File: src/rtl/sba_pkg.sv
// Package for the slab bump allocator: sizes, codes, state encoding and
// small helper functions. Used by slab_bump_allocator_top; no dependencies.
package sba_pkg;

  // Table size and arithmetic widths
  localparam int MAX_SLABS          = 8;
  localparam int SLAB_GRANULE_BYTES = 2097152;
  localparam int SIZE_BITS          = 40;

  localparam int IDX_W   = (MAX_SLABS > 1) ? $clog2(MAX_SLABS) : 1;
  localparam int CNT_W   = $clog2(MAX_SLABS + 1);
  localparam int CAP_W   = SIZE_BITS + 1;        // capacity and offset entries
  localparam int BEGIN_W = CAP_W + 1;            // offset rounded up to alignment
  localparam int END_W   = CAP_W + 2;            // aligned offset plus size
  localparam int SUM_W   = 44;                   // reported sums
  localparam int USED_W  = CAP_W + IDX_W + 1;    // unsaturated offset sum
  localparam int MASK_W  = 32;                   // alignment mask, up to 2^31 - 1

  // Field widths
  localparam int CMD_W     = 2;
  localparam int REQ_W     = 39;
  localparam int LG_W      = 5;
  localparam int STATUS_W  = 2;
  localparam int OUT_IDX_W = 3;
  localparam int OFF_W     = 40;
  localparam int IN_DATA_W  = 48;
  localparam int OUT_DATA_W = 136;

  // Configuration port
  localparam int CFG_ADDR_W = 1;
  localparam int CFG_DATA_W = SIZE_BITS;

  localparam int MIN_ALIGN_LG = 6;
  localparam logic [SIZE_BITS-1:0] RESET_MIN_SLAB = SIZE_BITS'(134217728);
  localparam logic [CAP_W-1:0]     GRAN_MASK = CAP_W'(SLAB_GRANULE_BYTES - 1);
  localparam logic [SUM_W-1:0]     SUM_MAX   = {SUM_W{1'b1}};

  typedef enum logic [CMD_W-1:0] {
    CMD_ALLOC    = 2'd0,
    CMD_CLR_OFFS = 2'd1,
    CMD_CLR_HW   = 2'd2,
    CMD_NOP      = 2'd3
  } cmd_t;

  typedef enum logic [STATUS_W-1:0] {
    ST_OK       = 2'd0,
    ST_ZERO     = 2'd1,
    ST_DISABLED = 2'd2,
    ST_FULL     = 2'd3
  } status_t;

  typedef enum logic [CFG_ADDR_W-1:0] {
    CFG_POOL_EN  = 1'd0,
    CFG_MIN_SLAB = 1'd1
  } cfg_idx_t;

  typedef enum logic [2:0] {
    S_IDLE,
    S_SCAN,
    S_USED,
    S_ADD1,
    S_ADD2,
    S_ADD3,
    S_MARK,
    S_OUT
  } state_t;

  // Alignment mask: 2^lg - 1, with the alignment raised to at least 64
  function automatic logic [MASK_W-1:0] align_mask(input logic [LG_W-1:0] lg);
    logic [LG_W-1:0] e;
    e = (lg < LG_W'(MIN_ALIGN_LG)) ? LG_W'(MIN_ALIGN_LG) : lg;
    return (MASK_W'(1) << e) - MASK_W'(1);
  endfunction

  // Saturate the unsaturated offset sum to the reported width
  function automatic logic [SUM_W-1:0] sat_used(input logic [USED_W-1:0] v);
    return (v > USED_W'(SUM_MAX)) ? SUM_MAX : SUM_W'(v);
  endfunction

endpackage

File: src/rtl/sba_ram.sv
// Generic single-write, single-read RAM with a registered read port.
// No dependencies.
module sba_ram #(
  parameter int WIDTH = 8,
  parameter int DEPTH = 8
) (
  input  logic                                       clk,
  input  logic                                       we,
  input  logic [((DEPTH > 1) ? $clog2(DEPTH) : 1)-1:0] waddr,
  input  logic [WIDTH-1:0]                           wdata,
  input  logic [((DEPTH > 1) ? $clog2(DEPTH) : 1)-1:0] raddr,
  output logic [WIDTH-1:0]                           rdata
);

  logic [WIDTH-1:0] mem [DEPTH];

  // Write and registered read
  always_ff @(posedge clk) begin
    if (we) begin
      mem[waddr] <= wdata;
    end
    rdata <= mem[raddr];
  end

endmodule

File: src/rtl/slab_bump_allocator_top.sv
// Slab bump allocator: top level with control sequencer and slab tables.
// Depends on sba_pkg and sba_ram.
//
// One command is taken at a time and gives exactly one result transfer.
// Capacities and bump offsets of the slabs sit in two small RAMs with a
// registered read; an allocation reads the slabs in index order through a
// two-stage check (align, then fit) at one slab per cycle. An allocation
// that fits an existing slab goes through the scan, the offset-sum update,
// the mark update and the output state; one that adds a new slab goes
// through the add states after the scan, or straight to them when the
// table is empty, then the mark update and the output state; a request
// refused for a full table scans every slab before the output state; the
// clear commands, the unused command and requests refused for a zero size
// or a disabled pool go straight to the output state. The offset sum and the
// capacity total are kept as running registers, so the high-water mark costs
// only the mark update state rather than a pass over the table. A new command
// is taken while the previous result still waits in the output register.
module slab_bump_allocator_top (
  input  logic                            clk,
  input  logic                            rst_n,
  // input: cmd[1:0], request_bytes[40:2], align_log2[45:41], zero pad above
  input  logic                            in_tvalid,
  output logic                            in_tready,
  input  logic [sba_pkg::IN_DATA_W-1:0]   in_tdata,
  // result: status[1:0], slab_index[4:2], byte_offset[44:5], slab_added[45],
  // total_capacity[89:46], watermark[133:90], zero pad above
  output logic                            out_tvalid,
  input  logic                            out_tready,
  output logic [sba_pkg::OUT_DATA_W-1:0]  out_tdata,
  // configuration writes
  input  logic                            cfg_we,
  input  logic [sba_pkg::CFG_ADDR_W-1:0]  cfg_addr,
  input  logic [sba_pkg::CFG_DATA_W-1:0]  cfg_wdata
);

  // Configuration registers
  logic                            pool_en_r;
  logic [sba_pkg::SIZE_BITS-1:0]   min_slab_r;

  // Sequencer and request
  sba_pkg::state_t                 state_r, state_nxt;
  sba_pkg::cmd_t                   cmd_r, cmd_nxt;
  logic [sba_pkg::REQ_W-1:0]       bytes_r, bytes_nxt;
  logic [sba_pkg::MASK_W-1:0]      mask_r, mask_nxt;

  // Allocator state outside the RAMs
  logic [sba_pkg::CNT_W-1:0]       count_r, count_nxt;
  logic [sba_pkg::MAX_SLABS-1:0]   off_valid_r, off_valid_nxt;
  logic [sba_pkg::USED_W-1:0]      used_r, used_nxt;
  logic [sba_pkg::SUM_W-1:0]       total_r, total_nxt;
  logic [sba_pkg::SUM_W-1:0]       hw_r, hw_nxt;

  // Scan pipeline
  logic [sba_pkg::CNT_W-1:0]       rd_idx_r, rd_idx_nxt;
  logic                            s1_v_r, s1_v_nxt;
  logic [sba_pkg::IDX_W-1:0]       s1_idx_r, s1_idx_nxt;
  logic                            s2_v_r, s2_v_nxt;
  logic [sba_pkg::IDX_W-1:0]       s2_idx_r, s2_idx_nxt;
  logic [sba_pkg::BEGIN_W-1:0]     s2_begin_r, s2_begin_nxt;
  logic [sba_pkg::CAP_W-1:0]       s2_off_r, s2_off_nxt;
  logic [sba_pkg::CAP_W-1:0]       s2_cap_r, s2_cap_nxt;

  // Update operands and new-slab sizing
  logic [sba_pkg::CAP_W-1:0]       old_off_r, old_off_nxt;
  logic [sba_pkg::CAP_W-1:0]       new_off_r, new_off_nxt;
  logic [sba_pkg::CAP_W-1:0]       want_r, want_nxt;
  logic [sba_pkg::CAP_W-1:0]       cap_r, cap_nxt;

  // Result held until the output register is free
  sba_pkg::status_t                res_status_r, res_status_nxt;
  logic [sba_pkg::IDX_W-1:0]       res_idx_r, res_idx_nxt;
  logic [sba_pkg::OFF_W-1:0]       res_off_r, res_off_nxt;
  logic                            res_added_r, res_added_nxt;

  // Output register
  logic                            out_valid_r, out_valid_nxt;
  logic [sba_pkg::OUT_DATA_W-1:0]  out_data_r, out_data_nxt;

  // RAM ports
  logic                            cap_we, off_we;
  logic [sba_pkg::IDX_W-1:0]       ram_raddr, off_waddr;
  logic [sba_pkg::CAP_W-1:0]       off_wdata;
  logic [sba_pkg::CAP_W-1:0]       cap_rdata, off_rdata;

  // Datapath helpers
  logic                            in_xfer;
  logic [sba_pkg::CAP_W-1:0]       s1_off;
  logic [sba_pkg::BEGIN_W-1:0]     s1_begin;
  logic [sba_pkg::END_W-1:0]       s2_end;
  logic                            s2_fit;
  logic                            s2_last;
  logic [sba_pkg::CAP_W-1:0]       sel_size;
  logic [sba_pkg::SUM_W:0]         total_sum;
  logic [sba_pkg::SUM_W-1:0]       used_sat;

  assign in_tready  = (state_r == sba_pkg::S_IDLE);
  assign in_xfer    = in_tvalid && in_tready;
  assign out_tvalid = out_valid_r;
  assign out_tdata  = out_data_r;

  // Slab tables
  sba_ram #(.WIDTH(sba_pkg::CAP_W), .DEPTH(sba_pkg::MAX_SLABS)) u_cap_ram (
    .clk   (clk),
    .we    (cap_we),
    .waddr (count_r[sba_pkg::IDX_W-1:0]),
    .wdata (cap_r),
    .raddr (ram_raddr),
    .rdata (cap_rdata)
  );

  sba_ram #(.WIDTH(sba_pkg::CAP_W), .DEPTH(sba_pkg::MAX_SLABS)) u_off_ram (
    .clk   (clk),
    .we    (off_we),
    .waddr (off_waddr),
    .wdata (off_wdata),
    .raddr (ram_raddr),
    .rdata (off_rdata)
  );

  assign ram_raddr = rd_idx_r[sba_pkg::IDX_W-1:0];

  // Stage 1: round the stored offset up to the alignment
  assign s1_off   = off_valid_r[s1_idx_r] ? off_rdata : '0;
  assign s1_begin = (sba_pkg::BEGIN_W'(s1_off) + sba_pkg::BEGIN_W'(mask_r))
                    & ~sba_pkg::BEGIN_W'(mask_r);

  // Stage 2: check that the request fits behind the aligned offset
  assign s2_end  = sba_pkg::END_W'(s2_begin_r) + sba_pkg::END_W'(bytes_r);
  assign s2_fit  = (s2_end <= sba_pkg::END_W'(s2_cap_r));
  assign s2_last = ((sba_pkg::CNT_W'(s2_idx_r) + sba_pkg::CNT_W'(1)) == count_r);

  // New slab: larger of the minimum and the granule-rounded need
  assign sel_size  = (sba_pkg::CAP_W'(min_slab_r) > want_r) ?
                     sba_pkg::CAP_W'(min_slab_r) : want_r;
  assign total_sum = {1'b0, total_r} + (sba_pkg::SUM_W + 1)'(cap_r);
  assign used_sat  = sba_pkg::sat_used(used_r);

  // Configuration writes
  always_ff @(posedge clk) begin
    if (!rst_n) begin
      pool_en_r  <= 1'b1;
      min_slab_r <= sba_pkg::RESET_MIN_SLAB;
    end else if (cfg_we) begin
      case (sba_pkg::cfg_idx_t'(cfg_addr))
        sba_pkg::CFG_POOL_EN:  pool_en_r  <= cfg_wdata[0];
        sba_pkg::CFG_MIN_SLAB: min_slab_r <= cfg_wdata;
        default: ;
      endcase
    end
  end

  // State and control registers
  always_ff @(posedge clk) begin
    if (!rst_n) begin
      state_r     <= sba_pkg::S_IDLE;
      count_r     <= '0;
      off_valid_r <= '0;
      used_r      <= '0;
      total_r     <= '0;
      hw_r        <= '0;
      s1_v_r      <= 1'b0;
      s2_v_r      <= 1'b0;
      out_valid_r <= 1'b0;
    end else begin
      state_r     <= state_nxt;
      count_r     <= count_nxt;
      off_valid_r <= off_valid_nxt;
      used_r      <= used_nxt;
      total_r     <= total_nxt;
      hw_r        <= hw_nxt;
      s1_v_r      <= s1_v_nxt;
      s2_v_r      <= s2_v_nxt;
      out_valid_r <= out_valid_nxt;
    end
  end

  // Payload registers
  always_ff @(posedge clk) begin
    cmd_r        <= cmd_nxt;
    bytes_r      <= bytes_nxt;
    mask_r       <= mask_nxt;
    rd_idx_r     <= rd_idx_nxt;
    s1_idx_r     <= s1_idx_nxt;
    s2_idx_r     <= s2_idx_nxt;
    s2_begin_r   <= s2_begin_nxt;
    s2_off_r     <= s2_off_nxt;
    s2_cap_r     <= s2_cap_nxt;
    old_off_r    <= old_off_nxt;
    new_off_r    <= new_off_nxt;
    want_r       <= want_nxt;
    cap_r        <= cap_nxt;
    res_status_r <= res_status_nxt;
    res_idx_r    <= res_idx_nxt;
    res_off_r    <= res_off_nxt;
    res_added_r  <= res_added_nxt;
    out_data_r   <= out_data_nxt;
  end

  // Sequencer: next state, table updates and result
  always_comb begin
    state_nxt      = state_r;
    cmd_nxt        = cmd_r;
    bytes_nxt      = bytes_r;
    mask_nxt       = mask_r;
    count_nxt      = count_r;
    off_valid_nxt  = off_valid_r;
    used_nxt       = used_r;
    total_nxt      = total_r;
    hw_nxt         = hw_r;
    rd_idx_nxt     = rd_idx_r;
    s1_v_nxt       = 1'b0;
    s1_idx_nxt     = s1_idx_r;
    s2_v_nxt       = 1'b0;
    s2_idx_nxt     = s2_idx_r;
    s2_begin_nxt   = s2_begin_r;
    s2_off_nxt     = s2_off_r;
    s2_cap_nxt     = s2_cap_r;
    old_off_nxt    = old_off_r;
    new_off_nxt    = new_off_r;
    want_nxt       = want_r;
    cap_nxt        = cap_r;
    res_status_nxt = res_status_r;
    res_idx_nxt    = res_idx_r;
    res_off_nxt    = res_off_r;
    res_added_nxt  = res_added_r;
    out_valid_nxt  = out_valid_r && !out_tready;
    out_data_nxt   = out_data_r;
    cap_we         = 1'b0;
    off_we         = 1'b0;
    off_waddr      = s2_idx_r;
    off_wdata      = s2_end[sba_pkg::CAP_W-1:0];

    case (state_r)
      // Take a command and sort out the cases that touch no slab
      sba_pkg::S_IDLE: begin
        if (in_xfer) begin
          cmd_nxt        = sba_pkg::cmd_t'(in_tdata[1:0]);
          bytes_nxt      = in_tdata[40:2];
          mask_nxt       = sba_pkg::align_mask(in_tdata[45:41]);
          rd_idx_nxt     = '0;
          res_status_nxt = sba_pkg::ST_OK;
          res_idx_nxt    = '0;
          res_off_nxt    = '0;
          res_added_nxt  = 1'b0;
          state_nxt      = sba_pkg::S_OUT;
          case (sba_pkg::cmd_t'(in_tdata[1:0]))
            sba_pkg::CMD_ALLOC: begin
              if (!pool_en_r) begin
                res_status_nxt = sba_pkg::ST_DISABLED;
              end else if (in_tdata[40:2] == '0) begin
                res_status_nxt = sba_pkg::ST_ZERO;
              end else if (count_r == '0) begin
                state_nxt = sba_pkg::S_ADD1;
              end else begin
                state_nxt = sba_pkg::S_SCAN;
              end
            end
            sba_pkg::CMD_CLR_OFFS: begin
              off_valid_nxt = '0;
              used_nxt      = '0;
            end
            sba_pkg::CMD_CLR_HW: begin
              hw_nxt = '0;
            end
            default: ;
          endcase
        end
      end

      // Read one slab a cycle; align in stage 1, fit check in stage 2
      sba_pkg::S_SCAN: begin
        if (rd_idx_r < count_r) begin
          s1_v_nxt   = 1'b1;
          s1_idx_nxt = rd_idx_r[sba_pkg::IDX_W-1:0];
          rd_idx_nxt = rd_idx_r + sba_pkg::CNT_W'(1);
        end
        if (s1_v_r) begin
          s2_v_nxt     = 1'b1;
          s2_idx_nxt   = s1_idx_r;
          s2_begin_nxt = s1_begin;
          s2_off_nxt   = s1_off;
          s2_cap_nxt   = cap_rdata;
        end
        if (s2_v_r) begin
          if (s2_fit) begin
            // Bump the offset of the first slab that fits
            off_we                  = 1'b1;
            off_valid_nxt[s2_idx_r] = 1'b1;
            old_off_nxt             = s2_off_r;
            new_off_nxt             = s2_end[sba_pkg::CAP_W-1:0];
            res_idx_nxt             = s2_idx_r;
            res_off_nxt             = sba_pkg::OFF_W'(s2_begin_r);
            s1_v_nxt                = 1'b0;
            s2_v_nxt                = 1'b0;
            state_nxt               = sba_pkg::S_USED;
          end else if (s2_last) begin
            s1_v_nxt = 1'b0;
            s2_v_nxt = 1'b0;
            if (count_r == sba_pkg::CNT_W'(sba_pkg::MAX_SLABS)) begin
              res_status_nxt = sba_pkg::ST_FULL;
              state_nxt      = sba_pkg::S_OUT;
            end else begin
              state_nxt = sba_pkg::S_ADD1;
            end
          end
        end
      end

      // Replace the old offset in the running sum
      sba_pkg::S_USED: begin
        used_nxt  = used_r - sba_pkg::USED_W'(old_off_r) + sba_pkg::USED_W'(new_off_r);
        state_nxt = sba_pkg::S_MARK;
      end

      // Size plus alignment, rounded up to the granule
      sba_pkg::S_ADD1: begin
        want_nxt  = (sba_pkg::CAP_W'(bytes_r) + sba_pkg::CAP_W'(mask_r)
                     + sba_pkg::CAP_W'(1) + sba_pkg::GRAN_MASK) & ~sba_pkg::GRAN_MASK;
        state_nxt = sba_pkg::S_ADD2;
      end

      // Raise to the minimum slab size and round again
      sba_pkg::S_ADD2: begin
        cap_nxt   = (sel_size + sba_pkg::GRAN_MASK) & ~sba_pkg::GRAN_MASK;
        state_nxt = sba_pkg::S_ADD3;
      end

      // Append the new slab with the allocation at offset zero
      sba_pkg::S_ADD3: begin
        cap_we                                       = 1'b1;
        off_we                                       = 1'b1;
        off_waddr                                    = count_r[sba_pkg::IDX_W-1:0];
        off_wdata                                    = sba_pkg::CAP_W'(bytes_r);
        off_valid_nxt[count_r[sba_pkg::IDX_W-1:0]]   = 1'b1;
        count_nxt                                    = count_r + sba_pkg::CNT_W'(1);
        total_nxt      = total_sum[sba_pkg::SUM_W] ? sba_pkg::SUM_MAX
                                                   : total_sum[sba_pkg::SUM_W-1:0];
        used_nxt       = used_r + sba_pkg::USED_W'(bytes_r);
        res_idx_nxt    = count_r[sba_pkg::IDX_W-1:0];
        res_off_nxt    = '0;
        res_added_nxt  = 1'b1;
        state_nxt      = sba_pkg::S_MARK;
      end

      // Keep the greater of the mark and the saturated offset sum
      sba_pkg::S_MARK: begin
        if (used_sat > hw_r) begin
          hw_nxt = used_sat;
        end
        state_nxt = sba_pkg::S_OUT;
      end

      // Load the output register once it is free
      sba_pkg::S_OUT: begin
        if (!out_valid_r || out_tready) begin
          out_valid_nxt = 1'b1;
          out_data_nxt  = {2'b00, hw_r, total_r, res_added_r, res_off_r,
                           sba_pkg::OUT_IDX_W'(res_idx_r), res_status_r};
          state_nxt     = sba_pkg::S_IDLE;
        end
      end

      default: state_nxt = sba_pkg::S_IDLE;
    endcase
  end

`ifndef SYNTHESIS
  // The slab count never passes the table size
  a_count_bound: assert property (@(posedge clk) disable iff (!rst_n)
    count_r <= sba_pkg::CNT_W'(sba_pkg::MAX_SLABS))
    else $error("slab count beyond table size");

  // Adding a slab advances the count by exactly one
  a_add_count: assert property (@(posedge clk) disable iff (!rst_n)
    (state_r == sba_pkg::S_ADD3) |=> (count_r == $past(count_r) + sba_pkg::CNT_W'(1)))
    else $error("slab add did not advance the count");

  // After the mark update the mark covers the current offset sum
  a_hw_covers: assert property (@(posedge clk) disable iff (!rst_n)
    (state_r == sba_pkg::S_MARK) |=> (hw_r >= used_sat))
    else $error("high-water mark below offset sum");

  // A fitting slab ends the scan and its offset moves forward
  a_hit_leaves: assert property (@(posedge clk) disable iff (!rst_n)
    (state_r == sba_pkg::S_SCAN && s2_v_r && s2_fit) |=>
      (state_r == sba_pkg::S_USED && new_off_r >= old_off_r))
    else $error("scan hit without offset advance");
`endif

endmodule

File: config.mk
export PLATFORM = sky130hd
export DESIGN_NAME = slab_bump_allocator_top
export DESIGN_NICKNAME = d
export VERILOG_FILES = /design/src/rtl/sba_pkg.sv /design/src/rtl/sba_ram.sv /design/src/rtl/slab_bump_allocator_top.sv
export SDC_FILE = /design/constraint.sdc
export NUM_CORES = 2
export LEC_CHECK = 0
export ABC_AREA = 1
export BUFFER_PORTS_ARGS = -buffer_cell sky130_fd_sc_hd__buf_2
export CAP_MARGIN = 20
export CELL_PAD_IN_SITES_DETAIL_PLACEMENT = 1
export CELL_PAD_IN_SITES_GLOBAL_PLACEMENT = 2
export CORE_MARGIN = 2
export CORE_UTILIZATION = 35
export CTS_CLUSTER_SIZE = 8
export DETAILED_ROUTE_END_ITERATION = 8
export PLACE_DENSITY = 0.81
export REMOVE_ABC_BUFFERS = 1
export SETUP_SLACK_MARGIN = 0.4
export SYNTH_ARGS = -nofsm -noshare
export SYNTH_HDL_FRONTEND = slang
export SYNTH_SLANG_ARGS = --single-unit
File: constraint.sdc
create_clock -name clk -period 8.7 [get_ports clk]
set_clock_uncertainty 0.1 [all_clocks]
set_input_delay 2.61 -clock clk [delete_from_list [all_inputs] [get_ports clk]]
set_output_delay 2.61 -clock clk [all_outputs]
set_load 0.02 [all_outputs]
==> flow_summary.toml <==
[status]
status = "complete, no violations"

[detailed_routing]
vias = 46900
wl_um = 207000
first_pass_iters = 7
drtIter0Drc = 2837
vias_per_cell = 5.13
wire_per_inst_um = 22.7
drtAntennaViolNets = 0
drcViolationCount = 0

[power]
p_leak_nw = 28.0
ir_drop_v = 0.000231
power_density_nw_per_um2 = 319
p_total_mw = 22.2

[placed_design]
gp_congestion = 0.951
port_buffers = 227
place_ws_ps = 1600
dp_hpwl_um = 156000

[finish]
area_growth_pct = 15.0
drive_gt1_frac = 0.0877
nNetsFinal = 7156
final_core_util = 0.405

[synth]
syn_inst = 6422
synth_common_cells = "nor2_1, nand2_1, edfxtp_1"
ys_seq_area_frac = 0.551
yosys_warnings = 0
synth.area.top_cells = "edfxtp_1, dfxtp_1, ha_1"
post-synth-top-area-fraction = 0.473
synth-seq-cells = 1186
async_flop_share = 0
synthFlopType = "edfxtp_1"
synth_edf_count = 953
netlist_area_um2 = 60500
yosysUniqueCellTypes = 64
synth.most_common_cell = "nor2_1"
synth_top_cell_by_area = "edfxtp_1"
synth_area_per_cell_um2 = 9.41

[timing]
slew_headroom = 0.178
hold_violations = 0
rsz0062_at_grt = "no"
slew_violations = 0
setup_tns_ps = 0
setup_slack_ps = 1550
fmax_mhz = 140
tightest_slew_ps = 1220
setup_viol = 0
layout_min_cycle_time_ps = 7150
finalCritPeriodShare = 0.822

[worst_hold_path]
whs_endpoint = "s2_cap_r[21]$_DFFE_PP_"
worstHoldStart = "u_cap_ram.rdata[21]$_DFF_P_"
hold_depth = 0
hp-class = "register to register"

[clock_network]
insertion_delay_ps = 850
cts_tree = "done"
cts_resized = 0
numCtsBuffers = 168
cts_max_level = 4
clock-sinks = 1186
cts_buffer_depth = 3
cts_setup_buffers = 0
postCtsHoldBufs = 0
path_clk_slew_ps = 60
cts_root_buf = "clkbuf_16"

[floorplan]
ios = 232
fp.dieH_um = 420
rows = 152
design.die.area_um2 = 176000
core_um2 = 172000
dieWidth_um = 420
start_util = 0.352

[global_routing]
overflow = 0
grt_start_max_net_pins = 165
gr-usage-all-layers = 0.233
grt_antenna_before_repair = 7
grt_pass1_wl_um = 306000
grt_pass1_vias = 48900

[worst_setup_path]
critPathCaptureType = "register"
worstPathArrival_ps = 7470
cp_max_fo = 41
r2r_start = "bytes_r[0]$_DFFE_PP_"
worst_path_max_delay_cell = "xnor2_1"
r2r_end = "u_off_ram.mem[2][34]$_DFFE_PP_"
critPathRequiredTime_ps = 9020
worst-r2r-setup-slack_ps = 1550
max_stage_delay_ps = 690
r2r_cells = 27
crit_type = "register to register"
critPathLaunchType = "register"

[job]
max_cap_violations = 0
==> critical path, delay by kind of cell (launching register included) <==
family          cells  cell delay (ps)
compound gates      4              890
xor+xnor            1              690
fa+ha+maj           3              890
buf+inv             1              610
flops               1              470
simple gates       18             2970
==> metrics by stage <==
step           cells  hold WS (ps)  instance area (um2)
6_report        9134           284                69500
4_1_cts         9122           278                69500
2_1_floorplan   6221           286                59600
3_5_place_dp    8815           290                64300
5_1_grt         9129           279                69500
3_3_place_gp    8814           288                64300
==> sequential cells by signal, summed over array words and instances (netlist names), 39 cells and up <==
| signal | flops |
|---|---|
| bytes_r | 39 |
| hw_r | 44 |
| min_slab_r | 40 |
| new_off_r | 41 |
| old_off_r | 41 |
| out_tdata | 114 |
| res_off_r | 40 |
| s2_begin_r | 42 |
| s2_off_r | 41 |
| u_cap_ram.mem | 160 |
| u_off_ram.mem | 328 |
| u_off_ram.rdata | 41 |
| used_r | 45 |
==> cell families (layout without fill, tap and decap cells) <==
group | count (synthesis) | in the layout | synth area share
AOI/OAI and AO/OA | 1304 | 1304 | 0.118
xor gates and xnor gates | 112 | 112 | 0.0162
adders and majority gates | 380 | 380 | 0.0842
buffers and inverters | 1007 | 1398 | 0.0643
DFF | 1186 | 1186 | 0.551
other | 2 | 13 | 0.000124
and+or+nand+nor | 2431 | 2431 | 0.167
==> layout make-up <==
class | count | area [um2]
Antenna cell | 5 | 12.5
Clock buffer | 290 | 4700
Clock inverter | 17 | 445
Fill cell | 19700 | 102000
Inverter | 800 | 3020
Multi-Input combinational cell | 4235 | 23400
Sequential cell | 1186 | 33300
Tap cell | 2310 | 2890
Timing Repair Buffer | 291 | 1770
==> layout by cell type, fill, tap and decap left out, drive strengths merged, types with 67 or more instances in the layout <==
cell	netlist	final
a21oi	434	434
a31oi	108	108
buf	52	287
clkbuf	155	294
dfxtp	233	233
edfxtp	953	953
ha	335	335
inv	795	792
nand2	993	993
nand3	202	202
nand4	68	68
nor2	1013	1013
o21ai	563	563
o22ai	67	67
==> where the power goes <==
group / leakage (nW) / internal (mW) / switching [mW] / total, mW
logic: 14.9 / 2.32 / 5.86 / 8.18
registers: 10.6 / 7.25 / 0.455 / 7.71
clock network: 2.41 / 3.69 / 2.62 / 6.31
total: 28.0 / 13.3 / 8.93 / 22.2
==> how the worst max path moves through the flow <==
| stage | slack, ps | start | cells after the start | endpoint |
|---|---|---|---|---|
| after detailed placement | 1600 | bytes_r[9]$_DFFE_PP_ | 29 | u_off_ram.mem[2][32]$_DFFE_PP_ |
| after global placement | 1640 | bytes_r[9]$_DFFE_PP_ | 29 | u_off_ram.mem[2][32]$_DFFE_PP_ |
| after floorplan | -1170 | rd_idx_r[0]$_SDFFCE_PN0P_ | 6 | rd_idx_r[0]$_SDFFCE_PN0P_ |
| after CTS | 1520 | bytes_r[0]$_DFFE_PP_ | 27 | u_off_ram.mem[2][22]$_DFFE_PP_ |
| after global routing | 1250 | bytes_r[8]$_DFFE_PP_ | 28 | u_off_ram.mem[2][22]$_DFFE_PP_ |
| final | 1550 | bytes_r[0]$_DFFE_PP_ | 27 | u_off_ram.mem[2][34]$_DFFE_PP_ |
==> routing by layer <==
layer / global-route usage / part of all wire / up-vias
met5: 0 / 0 / -
met2: 0.407 / 0.49 / 943
met3: 0.0276 / 0.037 / 319
li1: - / - / 22400
met4: 0.0890 / 0.038 / 0
met1: 0.295 / 0.43 / 23200
Note: power is estimated with default switching activity, not from simulation.
